## src/rtl/deblocking_edge_filter_core_assert.svh

```systemverilog
`ifndef DEBLOCKING_EDGE_FILTER_CORE_ASSERT_SVH
`define DEBLOCKING_EDGE_FILTER_CORE_ASSERT_SVH

// Check that the consequent holds in the same cycle as the antecedent.
`define DBF_ASSERT_IMP(lbl, ante, cons, msg) \
	lbl: assert property (@(posedge clk) disable iff (!arst_n) (ante) |-> (cons)) \
		else $error(msg);

// Check that the consequent holds in the cycle after the antecedent.
`define DBF_ASSERT_NEXT(lbl, ante, cons, msg) \
	lbl: assert property (@(posedge clk) disable iff (!arst_n) (ante) |=> (cons)) \
		else $error(msg);

`endif

```

## src/rtl/dbf_pkg.sv

```systemverilog
`timescale 1ns / 1ps

package dbf_pkg;

	// Boundary strength codes
	localparam logic [2:0] BS_NONE   = 3'd0;
	localparam logic [2:0] BS_N1     = 3'd1;
	localparam logic [2:0] BS_N2     = 3'd2;
	localparam logic [2:0] BS_N3     = 3'd3;
	localparam logic [2:0] BS_STRONG = 3'd4;

	// Sample plane codes
	localparam logic MODE_CHROMA = 1'b0;
	localparam logic MODE_LUMA   = 1'b1;

	localparam logic [5:0] IDX_MAX = 6'd51;

	localparam logic [7:0] ALPHA_TAB [52] = '{
		8'd0,   8'd0,   8'd0,   8'd0,   8'd0,   8'd0,   8'd0,   8'd0,   8'd0,   8'd0,
		8'd0,   8'd0,   8'd0,   8'd0,   8'd0,   8'd0,   8'd4,   8'd4,   8'd5,   8'd6,
		8'd7,   8'd8,   8'd9,   8'd10,  8'd12,  8'd13,  8'd15,  8'd17,  8'd20,  8'd22,
		8'd25,  8'd28,  8'd32,  8'd36,  8'd40,  8'd45,  8'd50,  8'd56,  8'd63,  8'd71,
		8'd80,  8'd90,  8'd101, 8'd113, 8'd127, 8'd144, 8'd162, 8'd182, 8'd203, 8'd226,
		8'd255, 8'd255
	};

	localparam logic [4:0] BETA_TAB [52] = '{
		5'd0,  5'd0,  5'd0,  5'd0,  5'd0,  5'd0,  5'd0,  5'd0,  5'd0,  5'd0,
		5'd0,  5'd0,  5'd0,  5'd0,  5'd0,  5'd0,  5'd2,  5'd2,  5'd2,  5'd3,
		5'd3,  5'd3,  5'd3,  5'd4,  5'd4,  5'd4,  5'd6,  5'd6,  5'd7,  5'd7,
		5'd8,  5'd8,  5'd9,  5'd9,  5'd10, 5'd10, 5'd11, 5'd11, 5'd12, 5'd12,
		5'd13, 5'd13, 5'd14, 5'd14, 5'd15, 5'd15, 5'd16, 5'd16, 5'd17, 5'd17,
		5'd18, 5'd18
	};

	localparam logic [4:0] TC0_BS1_TAB [52] = '{
		5'd0,  5'd0,  5'd0,  5'd0,  5'd0,  5'd0,  5'd0,  5'd0,  5'd0,  5'd0,
		5'd0,  5'd0,  5'd0,  5'd0,  5'd0,  5'd0,  5'd0,  5'd0,  5'd0,  5'd0,
		5'd0,  5'd0,  5'd0,  5'd1,  5'd1,  5'd1,  5'd1,  5'd1,  5'd1,  5'd1,
		5'd1,  5'd1,  5'd1,  5'd2,  5'd2,  5'd2,  5'd2,  5'd3,  5'd3,  5'd3,
		5'd4,  5'd4,  5'd4,  5'd5,  5'd6,  5'd6,  5'd7,  5'd8,  5'd9,  5'd10,
		5'd11, 5'd13
	};

	localparam logic [4:0] TC0_BS2_TAB [52] = '{
		5'd0,  5'd0,  5'd0,  5'd0,  5'd0,  5'd0,  5'd0,  5'd0,  5'd0,  5'd0,
		5'd0,  5'd0,  5'd0,  5'd0,  5'd0,  5'd0,  5'd0,  5'd0,  5'd0,  5'd0,
		5'd0,  5'd1,  5'd1,  5'd1,  5'd1,  5'd1,  5'd1,  5'd1,  5'd1,  5'd1,
		5'd1,  5'd2,  5'd2,  5'd2,  5'd2,  5'd3,  5'd3,  5'd3,  5'd4,  5'd4,
		5'd5,  5'd5,  5'd6,  5'd7,  5'd8,  5'd8,  5'd10, 5'd11, 5'd12, 5'd13,
		5'd15, 5'd17
	};

	localparam logic [4:0] TC0_BS3_TAB [52] = '{
		5'd0,  5'd0,  5'd0,  5'd0,  5'd0,  5'd0,  5'd0,  5'd0,  5'd0,  5'd0,
		5'd0,  5'd0,  5'd0,  5'd0,  5'd0,  5'd0,  5'd0,  5'd1,  5'd1,  5'd1,
		5'd1,  5'd1,  5'd1,  5'd1,  5'd1,  5'd1,  5'd1,  5'd2,  5'd2,  5'd2,
		5'd2,  5'd3,  5'd3,  5'd3,  5'd4,  5'd4,  5'd4,  5'd5,  5'd6,  5'd6,
		5'd7,  5'd8,  5'd9,  5'd10, 5'd11, 5'd13, 5'd14, 5'd16, 5'd18, 5'd20,
		5'd23, 5'd25
	};

	// One line of samples across the edge plus its filter controls
	typedef struct packed {
		logic [7:0] p3;
		logic [7:0] p2;
		logic [7:0] p1;
		logic [7:0] p0;
		logic [7:0] q0;
		logic [7:0] q1;
		logic [7:0] q2;
		logic [7:0] q3;
		logic [2:0] strength;
		logic [5:0] index_a;
		logic [5:0] index_b;
		logic       mode;
	} dbf_line_t;

	// Filtered samples and the filter-applied flag
	typedef struct packed {
		logic [7:0] p2;
		logic [7:0] p1;
		logic [7:0] p0;
		logic [7:0] q0;
		logic [7:0] q1;
		logic [7:0] q2;
		logic       edge_filtered;
	} dbf_result_t;

	function automatic logic [7:0] absdiff(input logic [7:0] a, input logic [7:0] b);
		return (a > b) ? (a - b) : (b - a);
	endfunction

	function automatic logic signed [11:0] ext12(input logic [7:0] v);
		return signed'({4'b0000, v});
	endfunction

	function automatic logic [10:0] u11(input logic [7:0] v);
		return {3'b000, v};
	endfunction

	// Clip a signed value to the range -lim..lim
	function automatic logic signed [11:0] clip_tc(input logic signed [11:0] v,
		input logic [5:0] lim);
		logic signed [11:0] lim_s;
		lim_s = signed'({6'b000000, lim});
		if (v < -lim_s)
			return -lim_s;
		else if (v > lim_s)
			return lim_s;
		else
			return v;
	endfunction

	// Clamp a signed value to 0..255
	function automatic logic [7:0] sat_u8(input logic signed [11:0] v);
		if (v < 12'sd0)
			return 8'd0;
		else if (v > 12'sd255)
			return 8'd255;
		else
			return v[7:0];
	endfunction

	// tc0 lookup for the normal filter strengths
	function automatic logic [4:0] tc0_lookup(input logic [5:0] ia, input logic [2:0] bs);
		case (bs)
			BS_N1:   return TC0_BS1_TAB[ia];
			BS_N2:   return TC0_BS2_TAB[ia];
			BS_N3:   return TC0_BS3_TAB[ia];
			default: return 5'd0;
		endcase
	endfunction

endpackage

```

## src/rtl/dbf_filter.sv

```systemverilog
`timescale 1ns / 1ps

module dbf_filter import dbf_pkg::*; (
	input  dbf_line_t   ln,
	output dbf_result_t res
);

	logic [5:0]         ia;
	logic [5:0]         ib;
	logic [2:0]         bs;
	logic [7:0]         alpha;
	logic [7:0]         beta;
	logic [4:0]         tc0;
	logic [7:0]         d_p0q0;
	logic               edge_ok;
	logic               ap;
	logic               aq;
	logic               strong_en;
	logic [8:0]         avg_sum;
	logic [7:0]         avg;
	logic signed [11:0] tp;
	logic signed [11:0] tq;
	logic [5:0]         tc;
	logic signed [11:0] dd;
	logic signed [11:0] delta;
	logic [10:0]        pq;
	logic [10:0]        s_p0;
	logic [10:0]        s_p1;
	logic [10:0]        s_p2;
	logic [10:0]        s_q0;
	logic [10:0]        s_q1;
	logic [10:0]        s_q2;
	logic [10:0]        t_p0;
	logic [10:0]        t_q0;

	// Saturate indices and strength, look up thresholds
	always_comb begin
		ia     = (ln.index_a > IDX_MAX) ? IDX_MAX : ln.index_a;
		ib     = (ln.index_b > IDX_MAX) ? IDX_MAX : ln.index_b;
		bs     = (ln.strength > BS_STRONG) ? BS_STRONG : ln.strength;
		alpha  = ALPHA_TAB[ia];
		beta   = {3'b000, BETA_TAB[ib]};
		tc0    = tc0_lookup(ia, bs);
		d_p0q0 = absdiff(ln.p0, ln.q0);
	end

	// Edge activity tests and side flags
	assign edge_ok = (bs != BS_NONE) && (d_p0q0 < alpha) &&
		(absdiff(ln.p1, ln.p0) < beta) && (absdiff(ln.q1, ln.q0) < beta);
	assign ap        = absdiff(ln.p2, ln.p0) < beta;
	assign aq        = absdiff(ln.q2, ln.q0) < beta;
	assign strong_en = d_p0q0 < ({2'b00, alpha[7:2]} + 8'd2);

	// Normal filter terms
	always_comb begin
		avg_sum = {1'b0, ln.p0} + {1'b0, ln.q0} + 9'd1;
		avg     = avg_sum[8:1];
		tp      = ext12(ln.p2) + ext12(avg) - (ext12(ln.p1) <<< 1);
		tq      = ext12(ln.q2) + ext12(avg) - (ext12(ln.q1) <<< 1);
		if (ln.mode == MODE_LUMA)
			tc = {1'b0, tc0} + {5'b00000, ap} + {5'b00000, aq};
		else
			tc = {1'b0, tc0} + 6'd1;
		dd    = ((ext12(ln.q0) - ext12(ln.p0)) <<< 2) + ext12(ln.p1) - ext12(ln.q1) + 12'sd4;
		delta = clip_tc(dd >>> 3, tc);
	end

	// Strong filter sums
	always_comb begin
		pq   = u11(ln.p0) + u11(ln.q0);
		s_p0 = u11(ln.q1) + ((u11(ln.p1) + pq) << 1) + u11(ln.p2) + 11'd4;
		s_p1 = pq + u11(ln.p1) + u11(ln.p2) + 11'd2;
		s_p2 = ((u11(ln.p3) + u11(ln.p2)) << 1) + u11(ln.p2) + u11(ln.p1) + pq + 11'd4;
		s_q0 = u11(ln.p1) + ((u11(ln.q1) + pq) << 1) + u11(ln.q2) + 11'd4;
		s_q1 = pq + u11(ln.q1) + u11(ln.q2) + 11'd2;
		s_q2 = ((u11(ln.q3) + u11(ln.q2)) << 1) + u11(ln.q2) + u11(ln.q1) + pq + 11'd4;
		t_p0 = (u11(ln.p1) << 1) + u11(ln.p0) + u11(ln.q1) + 11'd2;
		t_q0 = (u11(ln.q1) << 1) + u11(ln.q0) + u11(ln.p1) + 11'd2;
	end

	// Select the filtered samples
	always_comb begin
		res.p2            = ln.p2;
		res.p1            = ln.p1;
		res.p0            = ln.p0;
		res.q0            = ln.q0;
		res.q1            = ln.q1;
		res.q2            = ln.q2;
		res.edge_filtered = edge_ok;
		if (edge_ok) begin
			if (bs != BS_STRONG) begin
				if (ln.mode == MODE_LUMA) begin
					if (ap)
						res.p1 = sat_u8(ext12(ln.p1) + clip_tc(tp >>> 1, {1'b0, tc0}));
					if (aq)
						res.q1 = sat_u8(ext12(ln.q1) + clip_tc(tq >>> 1, {1'b0, tc0}));
				end
				res.p0 = sat_u8(ext12(ln.p0) + delta);
				res.q0 = sat_u8(ext12(ln.q0) - delta);
			end else if (ln.mode == MODE_CHROMA) begin
				res.p0 = t_p0[9:2];
				res.q0 = t_q0[9:2];
			end else begin
				if (strong_en && aq) begin
					res.q0 = s_q0[10:3];
					res.q1 = s_q1[9:2];
					res.q2 = s_q2[10:3];
				end else begin
					res.q0 = t_q0[9:2];
				end
				if (strong_en && ap) begin
					res.p0 = s_p0[10:3];
					res.p1 = s_p1[9:2];
					res.p2 = s_p2[10:3];
				end else begin
					res.p0 = t_p0[9:2];
				end
			end
		end
	end

endmodule

```

## src/rtl/deblocking_edge_filter_core.sv

```systemverilog
`timescale 1ns / 1ps
// H.264 edge deblocking for one line of eight samples (p3..p0 | q0..q3) per beat.
// The block takes one line every cycle while in_stall is low. An input register feeds
// one combinational filter stage (table lookup, activity tests, normal and strong
// filters, clamping), and a result register holds the outcome until the downstream
// side takes it. An accepted beat moves from the input register into the result
// register, which loads only while it is empty or being taken, and the result register
// drives out_valid. in_stall rises only while both registers are full and out_stall
// is high, so with out_stall low the sustained rate is one line per clock. There is
// no configuration and no state carried from one line to the next.
`include "deblocking_edge_filter_core_assert.svh"

module deblocking_edge_filter_core import dbf_pkg::*; (
	input  logic       clk,
	input  logic       arst_n,
	input  logic       in_valid,
	output logic       in_stall,
	input  logic [7:0] p3_in,
	input  logic [7:0] p2_in,
	input  logic [7:0] p1_in,
	input  logic [7:0] p0_in,
	input  logic [7:0] q0_in,
	input  logic [7:0] q1_in,
	input  logic [7:0] q2_in,
	input  logic [7:0] q3_in,
	input  logic [2:0] strength,
	input  logic [5:0] index_a,
	input  logic [5:0] index_b,
	input  logic       mode,
	output logic       out_valid,
	input  logic       out_stall,
	output logic [7:0] p2_out,
	output logic [7:0] p1_out,
	output logic [7:0] p0_out,
	output logic [7:0] q0_out,
	output logic [7:0] q1_out,
	output logic [7:0] q2_out,
	output logic       edge_filtered
);

	logic        v_s1;
	dbf_line_t   ln_s1;
	logic        v_s2;
	dbf_result_t res_s2;
	dbf_result_t res_c;
	logic        adv_s2;
	logic        s1_fire;
	logic        zero_fire;
	logic        pass_fire;
	logic        chroma_fire;
	logic [47:0] line_mid;
	logic [47:0] beat_mid;
	logic [31:0] line_outer;
	logic [31:0] beat_outer;

	// Advance the result register when it is empty or being taken
	assign adv_s2   = !v_s2 || !out_stall;
	assign in_stall = v_s1 && !adv_s2;
	assign s1_fire  = v_s1 && adv_s2;

	// Hold pipeline valid bits
	always_ff @(posedge clk or negedge arst_n) begin
		if (!arst_n) begin
			v_s1 <= 1'b0;
			v_s2 <= 1'b0;
		end else begin
			if (!in_stall)
				v_s1 <= in_valid;
			if (adv_s2)
				v_s2 <= v_s1;
		end
	end

	// Capture the input beat
	always_ff @(posedge clk) begin
		if (in_valid && !in_stall) begin
			ln_s1.p3       <= p3_in;
			ln_s1.p2       <= p2_in;
			ln_s1.p1       <= p1_in;
			ln_s1.p0       <= p0_in;
			ln_s1.q0       <= q0_in;
			ln_s1.q1       <= q1_in;
			ln_s1.q2       <= q2_in;
			ln_s1.q3       <= q3_in;
			ln_s1.strength <= strength;
			ln_s1.index_a  <= index_a;
			ln_s1.index_b  <= index_b;
			ln_s1.mode     <= mode;
		end
	end

	dbf_filter u_filter (
		.ln  (ln_s1),
		.res (res_c)
	);

	// Capture the filtered line
	always_ff @(posedge clk) begin
		if (s1_fire)
			res_s2 <= res_c;
	end

	assign out_valid     = v_s2;
	assign p2_out        = res_s2.p2;
	assign p1_out        = res_s2.p1;
	assign p0_out        = res_s2.p0;
	assign q0_out        = res_s2.q0;
	assign q1_out        = res_s2.q1;
	assign q2_out        = res_s2.q2;
	assign edge_filtered = res_s2.edge_filtered;

	// Gather sample groups and triggers for the checks
	assign zero_fire   = s1_fire && (ln_s1.strength == BS_NONE);
	assign pass_fire   = s1_fire && !res_c.edge_filtered;
	assign chroma_fire = s1_fire && (ln_s1.mode == MODE_CHROMA);
	assign line_mid    = {ln_s1.p2, ln_s1.p1, ln_s1.p0, ln_s1.q0, ln_s1.q1, ln_s1.q2};
	assign beat_mid    = {p2_out, p1_out, p0_out, q0_out, q1_out, q2_out};
	assign line_outer  = {ln_s1.p2, ln_s1.p1, ln_s1.q1, ln_s1.q2};
	assign beat_outer  = {p2_out, p1_out, q1_out, q2_out};

	`DBF_ASSERT_IMP(a_stall_cause, in_stall, v_s1 && out_valid && out_stall, "stall without full pipe")
	`DBF_ASSERT_NEXT(a_bs_none, zero_fire, !edge_filtered, "strength zero filtered")
	`DBF_ASSERT_NEXT(a_pass, pass_fire, beat_mid == $past(line_mid), "unfiltered line changed")
	`DBF_ASSERT_NEXT(a_chroma, chroma_fire, beat_outer == $past(line_outer), "chroma outer changed")

endmodule
```

## config.mk

```make
export PLATFORM = sky130hd
export DESIGN_NAME = deblocking_edge_filter_core
export DESIGN_NICKNAME = d
export VERILOG_FILES = /design/src/rtl/dbf_pkg.sv /design/src/rtl/dbf_filter.sv /design/src/rtl/deblocking_edge_filter_core.sv
export VERILOG_INCLUDE_DIRS = /design/src /design/src/rtl
export SDC_FILE = /design/constraint.sdc
export NUM_CORES = 1
export LEC_CHECK = 0
export ABC_CLOCK_PERIOD_IN_PS = 13100
export BUFFER_PORTS_ARGS = -buffer_cell sky130_fd_sc_hd__buf_2
export CELL_PAD_IN_SITES_DETAIL_PLACEMENT = 1
export CELL_PAD_IN_SITES_GLOBAL_PLACEMENT = 2
export CORE_AREA = 2 2 298 300
export CTS_CLUSTER_SIZE = 30
export DETAILED_ROUTE_END_ITERATION = 16
export DIE_AREA = 0 0 300 302
export GPL_ROUTABILITY_DRIVEN = 1
export PLACE_DENSITY_LB_ADDON = 0.1
export SLEW_MARGIN = 20
export SYNTH_ARGS = -nofsm -noshare
export SYNTH_HDL_FRONTEND = slang
export SYNTH_SLANG_ARGS = --single-unit
```

## constraint.sdc

```tcl
create_clock -name clk -period 13.1 [get_ports clk]
set_input_delay 1.965 -clock clk [delete_from_list [all_inputs] [get_ports clk]]
set_output_delay 1.965 -clock clk [all_outputs]
set_load 0.01 [all_outputs]
```

==> impl_results.md <==
* Max-Cap Viols at 0
* Total CTS buffers at 17
* DRT Pass-1 Iters at 5
* Largest fanout on the critical path at 13
* #FFs+latches synth at 131
* Final hold vios at 0
* Vias in the first global route at 20900
* CP max-delay cell: edfxtp_1
* Die H at 302 um
* RSZ-0062 raised after global routing: false
* Final hold slack at 0.496 ns
* R2R Path End: p0_out[2]
* Power density cells at 228 nW/um2
* Cells after Synth at 2446
* Crit path required time at 13.45 ns
* WP data arrival at 12.25 ns
* Post-cts resize count at 0
* Final-report setup violation count at 0
* Clock tree buffer depth at 2
* Lkg Pwr at 11.1 nW
* Slew Viols, Final at 0
* Worst setup path category: flop to flop
* Syn Std Cell Area at 21700 um2
* Measured slew at the worst slew-check pin at 1.10 ns
* DRC Markers at 0
* H-tree lvl count at 4
* Post-detailed-route count of antenna-violating nets at 0
* Final wirelength at 101000 um
* Ant. Diodes at 0
* Layout Skew at 0.0237 ns
* FMAX at 0.0840 GHz
* Setup TNS Final at 0 ns
* Yosys warns at 0
* CTS tree: built
* Fin crit period at 11.90 ns
* Post-CTS Setup Bufs at 0
* Final period utilization at 0.908
* Share of cells above drive strength 1 at 0.114
* Clock Pin Slew Worst Setup and Hold Paths at 0.06 ns
* Initial DRC count at 876
* Syn Nets at 3015
* Die Area at 90600 um2
* Port bufs at 134
* Clk_lat worst skew at 0.52 ns
* DP HPWL at 83500 um
* Hold Path Class: flop to flop
* Crit end category: flop
* Slew HR at 0.262
* Antenna violations before repair at 1
* RR Startpoint: line_mid[2]
* Rows at 109
* Hold buffer count at cts at 0
* Layout area overhead at 13.8%
* Crit-path max cell delay at 0.79 ns
* Most frequent cells in the layout: 385 x ha_1, 284 x inv_1, 179 x a21oi_1
* Commonest non-fill, non-tap cell in the layout: ha_1
* Root buf cell: clkbuf_16
* Post-synth EDFFs at 129
* Worst hold path depth at 1
* Avg Inst Size Synth at 8.88 um2
* Vias post-DR at 19200
* Pin count of the biggest net entering global routing at 58
* Worst path top cell family by delay: compound AO/OA/AOI/OAI gates
* Vias/cell at 5.07
* Initial Util at 0.248
* Drt wl/cell at 26.7 um
* GRT Total Usage at 0.225
* Final WS setup at 1.20 ns
* Die width at 300 um
* Worst setup SP type: flop
* Hold endpoint: out_valid
* Worst slack, placed at 1.19 ns
* Grt total ovfl at 0
* Cells on worst reg2reg path at 42
* Peak VDD IR at 0.106 mV
* First-pass GRT wire length at 146000 um
* CP bufs+invs at 4
* IO Count at 135
* Outcome: complete, no violations
* Core area at 87600 um2
* Critical Path Most Common Cell: ha_1
* Placed insts at 3752
* Post-synthesis async set-or-reset flop share at 0.0153
* Seq/Total Area, Yosys at 0.181
* Clock sink total at 131
* GP Congestion at 0.900
* Final nets at 3175
* Synth unique cells at 101
* Hold path start: v_s1
* Final Non-Filler Cells at 3784
* Post-synth top flop: edfxtp_1
* R2R Setup Slk at 1.20 ns
==> Yosys cell counts, drive strengths merged (36+ instances only) <==
library cell | n | share of area
inv | 287 | 0.050
nor2 | 154 | 0.027
nand3 | 37 | 0.0085
edfxtp | 129 | 0.18
o21ai | 141 | 0.033
xnor2 | 119 | 0.048
nor2b | 42 | 0.012
xor2 | 40 | 0.016
a21o | 77 | 0.027
fa | 100 | 0.092
mux2i | 36 | 0.017
o21bai | 40 | 0.014
ha | 385 | 0.22
nand2 | 132 | 0.023
a21oi | 181 | 0.042
==> where the power goes <==
group / switching, mW / internal [mW] / leakage, nW
logic: 2.78 / 1.80 / 9.55
clock network: 0.226 / 0.295 / 0.285
registers: 0.0327 / 0.498 / 1.26
==> logic make-up after synthesis <==
group	share of synthesized area
XOR/XNOR	0.0645
multiplexers	0.0330
AND/OR/NAND/NOR	0.126
adder cells (fa/ha/maj)	0.314
flip-flops	0.181
buffers and inverters	0.0614
AO/OA/AOI/OAI	0.220
==> state kept, by name, indices dropped and copies added (netlist names) <==
signal         cells
out_valid          1
line_mid          48
q1_out             8
p1_out             8
ln_s1             32
q0_out             8
q2_out             8
edge_filtered      1
p2_out             8
v_s1               1
p0_out             8
==> stage by stage <==
stage	area (um2)	utilization	total power [mW]
finish	24700	0.282	5.63
CTS	24700	0.282	5.70
floorplan	21700	-	3.75
detailed placement	24100	0.276	5.12
global placement	24100	0.275	5.09
global route	24700	0.282	6.26
==> area by class of cell <==
class                   count  area [um2]
clock buffers              24         482
well taps                1165        1460
flip-flops and latches    131        3920
inverters                 289        1080
fillers                 10300       62800
multi-input cells        1971       16500
clock inverters             8         104
repair buffers            196        1140
==> worst max path at each step <==
stage | to | cells past startpoint | slack (ns) | start
floorplan | p0_out[6] | 43 | 3.67 | line_mid[17]
global placement | p0_out[4] | 45 | 1.52 | line_mid[0]
detailed placement | p0_out[2] | 42 | 1.19 | line_mid[0]
CTS | p0_out[2] | 42 | 1.13 | line_mid[0]
global route | p0_out[2] | 44 | 0.33 | line_mid[0]
finish | p0_out[2] | 42 | 1.20 | line_mid[2]
==> per-layer routing <==
| layer | up-vias | part of all wire | global-route usage |
|---|---|---|---|
| met1 | 9702 | 0.47 | 0.298 |
| met5 | - | 0.000099 | 0 |
| li1 | 9130 | - | - |
| met2 | 263 | 0.48 | 0.385 |
| met3 | 83 | 0.018 | 0.0181 |
| met4 | 2 | 0.029 | 0.0770 |
Power figures use the tool's default switching activity.
